===== src/design/fpn_pkg.sv =====
// Shared types, constants and helpers for the frame peak normalizer.
`default_nettype none

package fpn_pkg;

    localparam int FRAME_MAX = 64;
    localparam int ADDR_W    = $clog2(FRAME_MAX);
    localparam int SAMPLE_W  = 16;
    localparam int MAG_W     = 16;
    localparam int TARGET_W  = 15;
    localparam int PROD_W    = MAG_W + TARGET_W;
    localparam int STEP_W    = $clog2(MAG_W);

    localparam logic [TARGET_W-1:0] TARGET_RESET = 15'd32767;

    typedef struct packed {
        logic signed [SAMPLE_W-1:0] sample_in;
        logic                       last_in;
    } in_item_t;

    typedef struct packed {
        logic signed [SAMPLE_W-1:0] sample_out;
        logic                       last_out;
        logic                       cut_short;
    } out_item_t;

    typedef enum logic [2:0] {
        ST_FILL,
        ST_READ,
        ST_MUL,
        ST_START,
        ST_DIV,
        ST_OUT
    } fpn_state_t;

    // Magnitude of a two's complement sample; the most negative code maps to 0x8000.
    function automatic logic [MAG_W-1:0] magnitude_of(input logic [SAMPLE_W-1:0] s);
        logic [MAG_W-1:0] m;
        begin
            m = s[SAMPLE_W-1] ? (~s + 16'd1) : s;
            return m;
        end
    endfunction

endpackage

`default_nettype wire


===== src/design/fpn_ram.sv =====
// Generic single-write, single-read RAM with a registered read port.
`default_nettype none

module fpn_ram #(
    parameter int WIDTH = 16,
    parameter int DEPTH = 64
) (
    input  wire logic                     clk,
    input  wire logic                     we,
    input  wire logic [$clog2(DEPTH)-1:0] waddr,
    input  wire logic [WIDTH-1:0]         wdata,
    input  wire logic [$clog2(DEPTH)-1:0] raddr,
    output logic      [WIDTH-1:0]         rdata
);

    logic [WIDTH-1:0] mem [DEPTH];

    always_ff @(posedge clk)
    begin
        if (we)
        begin
            mem[waddr] <= wdata;
        end
        rdata <= mem[raddr];
    end

endmodule

`default_nettype wire


===== src/design/fpn_div.sv =====
// Restoring serial divider producing one quotient bit per cycle.
`default_nettype none

module fpn_div
    import fpn_pkg::*;
(
    input  wire logic              clk,
    input  wire logic              rst_n,
    input  wire logic              start,
    input  wire logic [PROD_W-1:0] dividend,
    input  wire logic [MAG_W-1:0]  divisor,
    output logic                   done,
    output logic      [MAG_W-1:0]  quotient
);

    logic [MAG_W-1:0]  rem_reg;
    logic [MAG_W-1:0]  q_reg;
    logic [MAG_W-1:0]  dvs_reg;
    logic [STEP_W-1:0] cnt_reg;
    logic              busy_reg;
    logic              done_reg;

    logic [MAG_W:0]    shifted;
    logic [MAG_W:0]    diff;
    logic              ge;

    // The quotient is known to fit in MAG_W bits, so the upper dividend bits seed the remainder.
    always_comb
    begin
        shifted = {rem_reg, q_reg[MAG_W-1]};
        diff    = shifted - {1'b0, dvs_reg};
        ge      = (shifted >= {1'b0, dvs_reg});
    end

    always_ff @(posedge clk or negedge rst_n)
    begin
        if (!rst_n)
        begin
            busy_reg <= 1'b0;
            done_reg <= 1'b0;
            cnt_reg  <= '0;
        end
        else
        begin
            done_reg <= 1'b0;
            if (start)
            begin
                busy_reg <= 1'b1;
                cnt_reg  <= STEP_W'(MAG_W - 1);
            end
            else if (busy_reg)
            begin
                cnt_reg <= cnt_reg - 1'b1;
                if (cnt_reg == '0)
                begin
                    busy_reg <= 1'b0;
                    done_reg <= 1'b1;
                end
            end
        end
    end

    always_ff @(posedge clk)
    begin
        if (start)
        begin
            rem_reg <= {1'b0, dividend[PROD_W-1:MAG_W]};
            q_reg   <= dividend[MAG_W-1:0];
            dvs_reg <= divisor;
        end
        else if (busy_reg)
        begin
            rem_reg <= ge ? diff[MAG_W-1:0] : shifted[MAG_W-1:0];
            q_reg   <= {q_reg[MAG_W-2:0], ge};
        end
    end

    assign done     = done_reg;
    assign quotient = q_reg;

endmodule

`default_nettype wire


===== src/design/frame_peak_normalizer.sv =====
// Top level of the frame peak normalizer.
//
// Input items carry one signed 16-bit sample and a last flag. Samples are stored
// in a 64-entry frame RAM while the peak magnitude is tracked. A frame closes on
// an item with the last flag set, or on the 64th sample (then cut_short is set on
// every result of that frame). After closing, in_ready drops and each stored
// sample is emitted in order, scaled to sample * target_peak / peak, truncated
// toward zero. A frame whose peak is zero passes unchanged.
// While filling, in_ready is high and an item is taken whenever in_valid is set.
// Each result passes a RAM read, a multiply, a divider load, 16 iterations of
// the shared serial divider, the capture of the quotient, and the presentation of
// the output register; a stall on out_ready holds the result and the whole
// sequencer. Reset empties the frame, clears the peak and sets target_peak to
// 32767. The user must write the configuration register through cfg_we and
// cfg_wdata only while no frame is being emitted; the block does not enforce it.
`default_nettype none

module frame_peak_normalizer
    import fpn_pkg::*;
(
    input  wire logic                clk,
    input  wire logic                rst_n,
    input  wire in_item_t            in_item,
    input  wire logic                in_valid,
    output logic                     in_ready,
    output out_item_t                out_item,
    output logic                     out_valid,
    input  wire logic                out_ready,
    input  wire logic                cfg_we,
    input  wire logic [TARGET_W-1:0] cfg_wdata
);

    fpn_state_t          state_reg;
    fpn_state_t          state_next;

    logic [TARGET_W-1:0] target_reg;
    logic [MAG_W-1:0]    peak_reg;
    logic [ADDR_W-1:0]   fill_reg;
    logic [ADDR_W-1:0]   last_idx_reg;
    logic [ADDR_W-1:0]   k_reg;
    logic                cut_reg;
    logic [SAMPLE_W-1:0] sample_reg;
    logic [PROD_W-1:0]   prod_reg;
    out_item_t           out_reg;

    logic                in_acc;
    logic                out_acc;
    logic                closing;
    logic [MAG_W-1:0]    in_mag;
    logic [MAG_W-1:0]    peak_upd;
    logic [SAMPLE_W-1:0] ram_rdata;
    logic                div_start;
    logic                div_done;
    logic [MAG_W-1:0]    quotient;
    logic [SAMPLE_W-1:0] scaled;

    assign in_acc   = in_valid && in_ready;
    assign out_acc  = out_valid && out_ready;
    assign closing  = in_item.last_in || (fill_reg == ADDR_W'(FRAME_MAX - 1));
    assign in_mag   = magnitude_of(in_item.sample_in);
    assign peak_upd = (in_mag > peak_reg) ? in_mag : peak_reg;

    fpn_ram #(
        .WIDTH (SAMPLE_W),
        .DEPTH (FRAME_MAX)
    ) u_ram (
        .clk   (clk),
        .we    (in_acc),
        .waddr (fill_reg),
        .wdata (in_item.sample_in),
        .raddr (k_reg),
        .rdata (ram_rdata)
    );

    fpn_div u_div (
        .clk      (clk),
        .rst_n    (rst_n),
        .start    (div_start),
        .dividend (prod_reg),
        .divisor  (peak_reg),
        .done     (div_done),
        .quotient (quotient)
    );

    always_comb
    begin
        state_next = state_reg;
        unique case (state_reg)
            ST_FILL:  if (in_acc && closing) state_next = ST_READ;
            ST_READ:  state_next = ST_MUL;
            ST_MUL:   state_next = ST_START;
            ST_START: state_next = ST_DIV;
            ST_DIV:   if (div_done) state_next = ST_OUT;
            ST_OUT:
            begin
                if (out_ready)
                begin
                    state_next = (k_reg == last_idx_reg) ? ST_FILL : ST_READ;
                end
            end
            default:  state_next = ST_FILL;
        endcase
    end

    always_comb
    begin
        in_ready  = 1'b0;
        out_valid = 1'b0;
        div_start = 1'b0;
        unique case (state_reg)
            ST_FILL:  in_ready  = 1'b1;
            ST_START: div_start = 1'b1;
            ST_OUT:   out_valid = 1'b1;
            default:  ;
        endcase
    end

    always_comb
    begin
        if (peak_reg == '0)
        begin
            scaled = sample_reg;
        end
        else if (sample_reg[SAMPLE_W-1])
        begin
            scaled = ~quotient + 16'd1;
        end
        else
        begin
            scaled = quotient;
        end
    end

    always_ff @(posedge clk or negedge rst_n)
    begin
        if (!rst_n)
        begin
            state_reg    <= ST_FILL;
            target_reg   <= TARGET_RESET;
            peak_reg     <= '0;
            fill_reg     <= '0;
            last_idx_reg <= '0;
            k_reg        <= '0;
            cut_reg      <= 1'b0;
        end
        else
        begin
            state_reg <= state_next;
            if (cfg_we)
            begin
                target_reg <= cfg_wdata;
            end
            if (in_acc)
            begin
                peak_reg <= peak_upd;
                if (closing)
                begin
                    fill_reg     <= '0;
                    last_idx_reg <= fill_reg;
                    cut_reg      <= !in_item.last_in;
                    k_reg        <= '0;
                end
                else
                begin
                    fill_reg <= fill_reg + 1'b1;
                end
            end
            if (out_acc)
            begin
                k_reg <= k_reg + 1'b1;
                if (k_reg == last_idx_reg)
                begin
                    peak_reg <= '0;
                end
            end
        end
    end

    always_ff @(posedge clk)
    begin
        if (state_reg == ST_MUL)
        begin
            sample_reg <= ram_rdata;
            prod_reg   <= PROD_W'(magnitude_of(ram_rdata)) * PROD_W'(target_reg);
        end
        if (state_reg == ST_DIV && div_done)
        begin
            out_reg.sample_out <= scaled;
            out_reg.last_out   <= (k_reg == last_idx_reg);
            out_reg.cut_short  <= cut_reg;
        end
    end

    assign out_item = out_reg;

endmodule

`default_nettype wire


===== config.mk =====
export PLATFORM = sky130hd
export DESIGN_NAME = frame_peak_normalizer
export DESIGN_NICKNAME = d
export VERILOG_FILES = /design/src/design/fpn_pkg.sv /design/src/design/fpn_ram.sv /design/src/design/fpn_div.sv /design/src/design/frame_peak_normalizer.sv
export SDC_FILE = /design/constraint.sdc
export NUM_CORES = 2
export LEC_CHECK = 0
export BUFFER_PORTS_ARGS = -buffer_cell sky130_fd_sc_hd__buf_2
export CAP_MARGIN = 20
export CORE_MARGIN = 4
export CORE_UTILIZATION = 60
export CTS_BUF_LIST = sky130_fd_sc_hd__clkbuf_2
export DETAILED_ROUTE_END_ITERATION = 8
export PLACE_DENSITY = 0.86
export SYNTH_ARGS = -nofsm -noshare
export SYNTH_HDL_FRONTEND = slang
export SYNTH_HIERARCHICAL = 1
export SYNTH_SLANG_ARGS = --single-unit

===== constraint.sdc =====
create_clock -name clk -period 10 [get_ports clk]
set_clock_uncertainty 0.05 [all_clocks]
set_input_delay 0 -clock clk [delete_from_list [all_inputs] [get_ports clk]]
set_output_delay 0 -clock clk [all_outputs]
set_load 0.05 [all_outputs]

==> impl_results.md <==
* Hpwl dp at about 87000 um
* Primary FF master, synth: edfxtp_1
* Rel. slew slack at 0.204
* Seq/Total Area, Yosys at 0.631
* TritonCTS Buffers at approximately 300
* Remaining antenna violation count at 0
* WP data arrival at around 9.5 ns
* Root buf cell: clkbuf_2
* Vias in the first global route at around 35000
* Yosys reg bits at between 1000 and 1500
* TritonCTS clock tree: built
* Hold-fix buffers at CTS at between 100 and 150
* RSZ-0062 raised after global routing: false
* Core Area at 0.0937 mm^2
* Post-CTS setup buffer count at 0
* GPL Wtd Cong at about 0.89
* Die height at 316 um
* Final Critical Period at 8.43 ns
* # rows at 112
* WP data required at roughly 11 ns
* Post-CTS sizing at 0
* Clk sinks at 1212
* Die area at 0.100 mm^2
* Syn_nets at around 3900
* Delay-heaviest family, CP: adder cells
* Hold path endpoint: u_ram/mem[22][8]
* Post-route DRC at 0
* Maximum fanout along the worst path at 15
* Fin. Hold Viols at 0
* Initial antenna violation count at 6
* Crit-path cells: or4_4 -> o31ai_1 -> nand2_1 -> xor2_1 -> and2_1 -> fa_1 -> inv_1 -> fa_1 -> inv_1 -> fa_1 -> fa_1 -> fa_1 -> inv_1 -> fa_1 -> inv_1 -> ha_1 -> a21o_1 -> a31oi_1 -> o21ai_0 -> a2111oi_0 -> o31ai_1 -> a21oi_1 -> a31oi_1
* Crit. End Element: flop
* First-pass GRT wire length at about 210000 um
* Setup CP Type: flop to flop
* Syn. warnings at 6
* I/O pin count at 57
* CP most frequent cell: fa_1
* Largest net degree at the start of global routing at roughly 120
* H-tree depth at 5
* Mapped Area at ~0.057 mm^2
* Hold path depth at 4
* Per-cell routed wire length at approximately 26 um
* Asr flop ratio synth at 0.0487
* R2R Path Start: u_ram/rdata[3]
* Synth Instances at ~3500
* Routed wire length at roughly 140000 um
* FF-to-FF End: prod_reg[29]
* Max cap viols at 0
* Synth top area cells: edfxtp_1, mux4_2, fa_1, ha_1, dfrtp_1
* Worst path slowest cell: xor2_1
* Post-layout nets at 4289
* Vias at 33900
* Period Utilization, post-route at 0.843
* Die W at 316 um
* Clock Latency Late Sink at around 1.5 ns
* Post-synth top area cell: edfxtp_1
* Total grt overflow at 0
* Worst hold start: in_item[9]
* Worst path max stage delay at 0.89 ns
* Top cells by count, synth: edfxtp_1, inv_1, mux4_2, nand2_1, fa_1
* Finish-stage setup viols at 0
* R2R Setup Slk at 1.57 ns
* Synth Area per Inst at 16.1 um^2
* GR Util All Layers at 0.282
* Fin. max-slew vios at 0
* Layout cell share with drive strength beyond 1 at 0.230
* Count leader, synth: edfxtp_1
* Synth cell types at 84
* Clock-pin transition on the worst setup and hold timing paths at about 0.11 ns
* Effective utilization at floorplan at 0.608
* R2R depth at 23
* Max FFs per register at between 1000 and 1500
* Share of the synthesized area in the top cell type at 0.598
* Layout area overhead at 9.68%
* Vias per inst at between 6 and 7
* Buffers on Ports at 56
* 1st-iter DRT viols at about 4200
* 1st-pass router iterations at 6
* CP Buf/Inv Count at 4
* Slew @ Worst Pin at roughly 1.2 ns
* Max frequency at about 120 MHz
* # fillers at between 6000 and 7000
* CP startpoint kind: flop
* Outcome: completed
* Hold crit path type: input pin to flop
* Number of flops mapped to enable cells by yosys at roughly 1100
* Worst-case clock buffer depth at 4
* Fin Setup TNS at 0 ns
-- cells in the final DEF (no fill, tap or decap), drive strengths merged, types with 15 or more instances in the layout --
master	count
nor2	150
nor3	18
inv	263
dfstp	15
a21o	24
a211oi	28
dlygate4sd3	107
clkinv	86
a21oi	81
o31ai	19
dfrtp	44
nand4	28
mux4	224
mux2	64
a22oi	39
buf	164
xor2	37
nand3	43
xnor2	55
mux2i	87
nand2	212
dfxtp	17
o21ai	63
ha	133
nor2b	35
edfxtp	1136
clkbuf	409
a31oi	23
and2	167
fa	181
a221oi	16
-- worst min-delay path, stage by stage --
cell	delay, ns
dlygate4sd3_1	0.52
buf_2	0.11
dlygate4sd3_1	0.55
buf_4	0.29
-- worst max path at each step --
| stage | from | end | slack, ns | cells after the start |
|---|---|---|---|---|
| floorplan | u_ram/rdata[3] | prod_reg[29] | 2.97 | 25 |
| global placement | u_ram/rdata[3] | prod_reg[29] | 1.94 | 25 |
| detailed placement | u_ram/rdata[3] | prod_reg[29] | 1.78 | 23 |
| CTS | u_ram/rdata[3] | prod_reg[29] | 1.71 | 23 |
| global route | u_ram/rdata[3] | prod_reg[29] | 1.37 | 23 |
| finish | u_ram/rdata[3] | prod_reg[29] | 1.57 | 23 |
-- layer usage --
metal	track usage	part of all wire	up-vias
met5	0	0.00042	-
met2	0.455	0.49	2274
li1	-	-	14300
met1	0.361	0.35	16900
met4	0.157	0.057	4
met3	0.0633	0.11	478
-- kinds of logic after synthesis --
| kind of cell | after synthesis | synth area share |
|---|---|---|
| xor+xnor | 92 | 0.0141 |
| buf+inv | 431 | 0.0349 |
| flops | 1212 | 0.631 |
| simple gates | 727 | 0.0647 |
| fa+ha+maj | 314 | 0.0928 |
| mux | 375 | 0.117 |
| compound gates | 383 | 0.0463 |
-- area by class of cell --
cell class / count / area, um^2 / area share
diodes: 8 / 20.0 / 0.000320
clock buffers: 409 / 2050 / 0.0327
clock inverters: 98 / 574 / 0.00918
inverters: 259 / 972 / 0.0155
multi-input cells: 1891 / 19200 / 0.306
flip-flops and latches: 1212 / 36000 / 0.575
well taps: 1254 / 1570 / 0.0251
repair buffers: 271 / 2230 / 0.0357
-- stage by stage --
stage	utilization	hold slack [ns]	instance area, um^2	std cells	worst slack [ns]
floorplan	-	-0.346	57000	3534	2.97
global placement	0.627	0.183	58800	4778	1.94
detailed placement	0.627	0.186	58800	4778	1.78
CTS	0.667	0.00953	62500	5394	1.71
global route	0.667	0.0509	62500	5400	1.37
finish	0.667	0.159	62500	5402	1.57
Power is not shown: default switching activity piles up to over one toggle a cycle in this logic, so the estimate is an artifact.
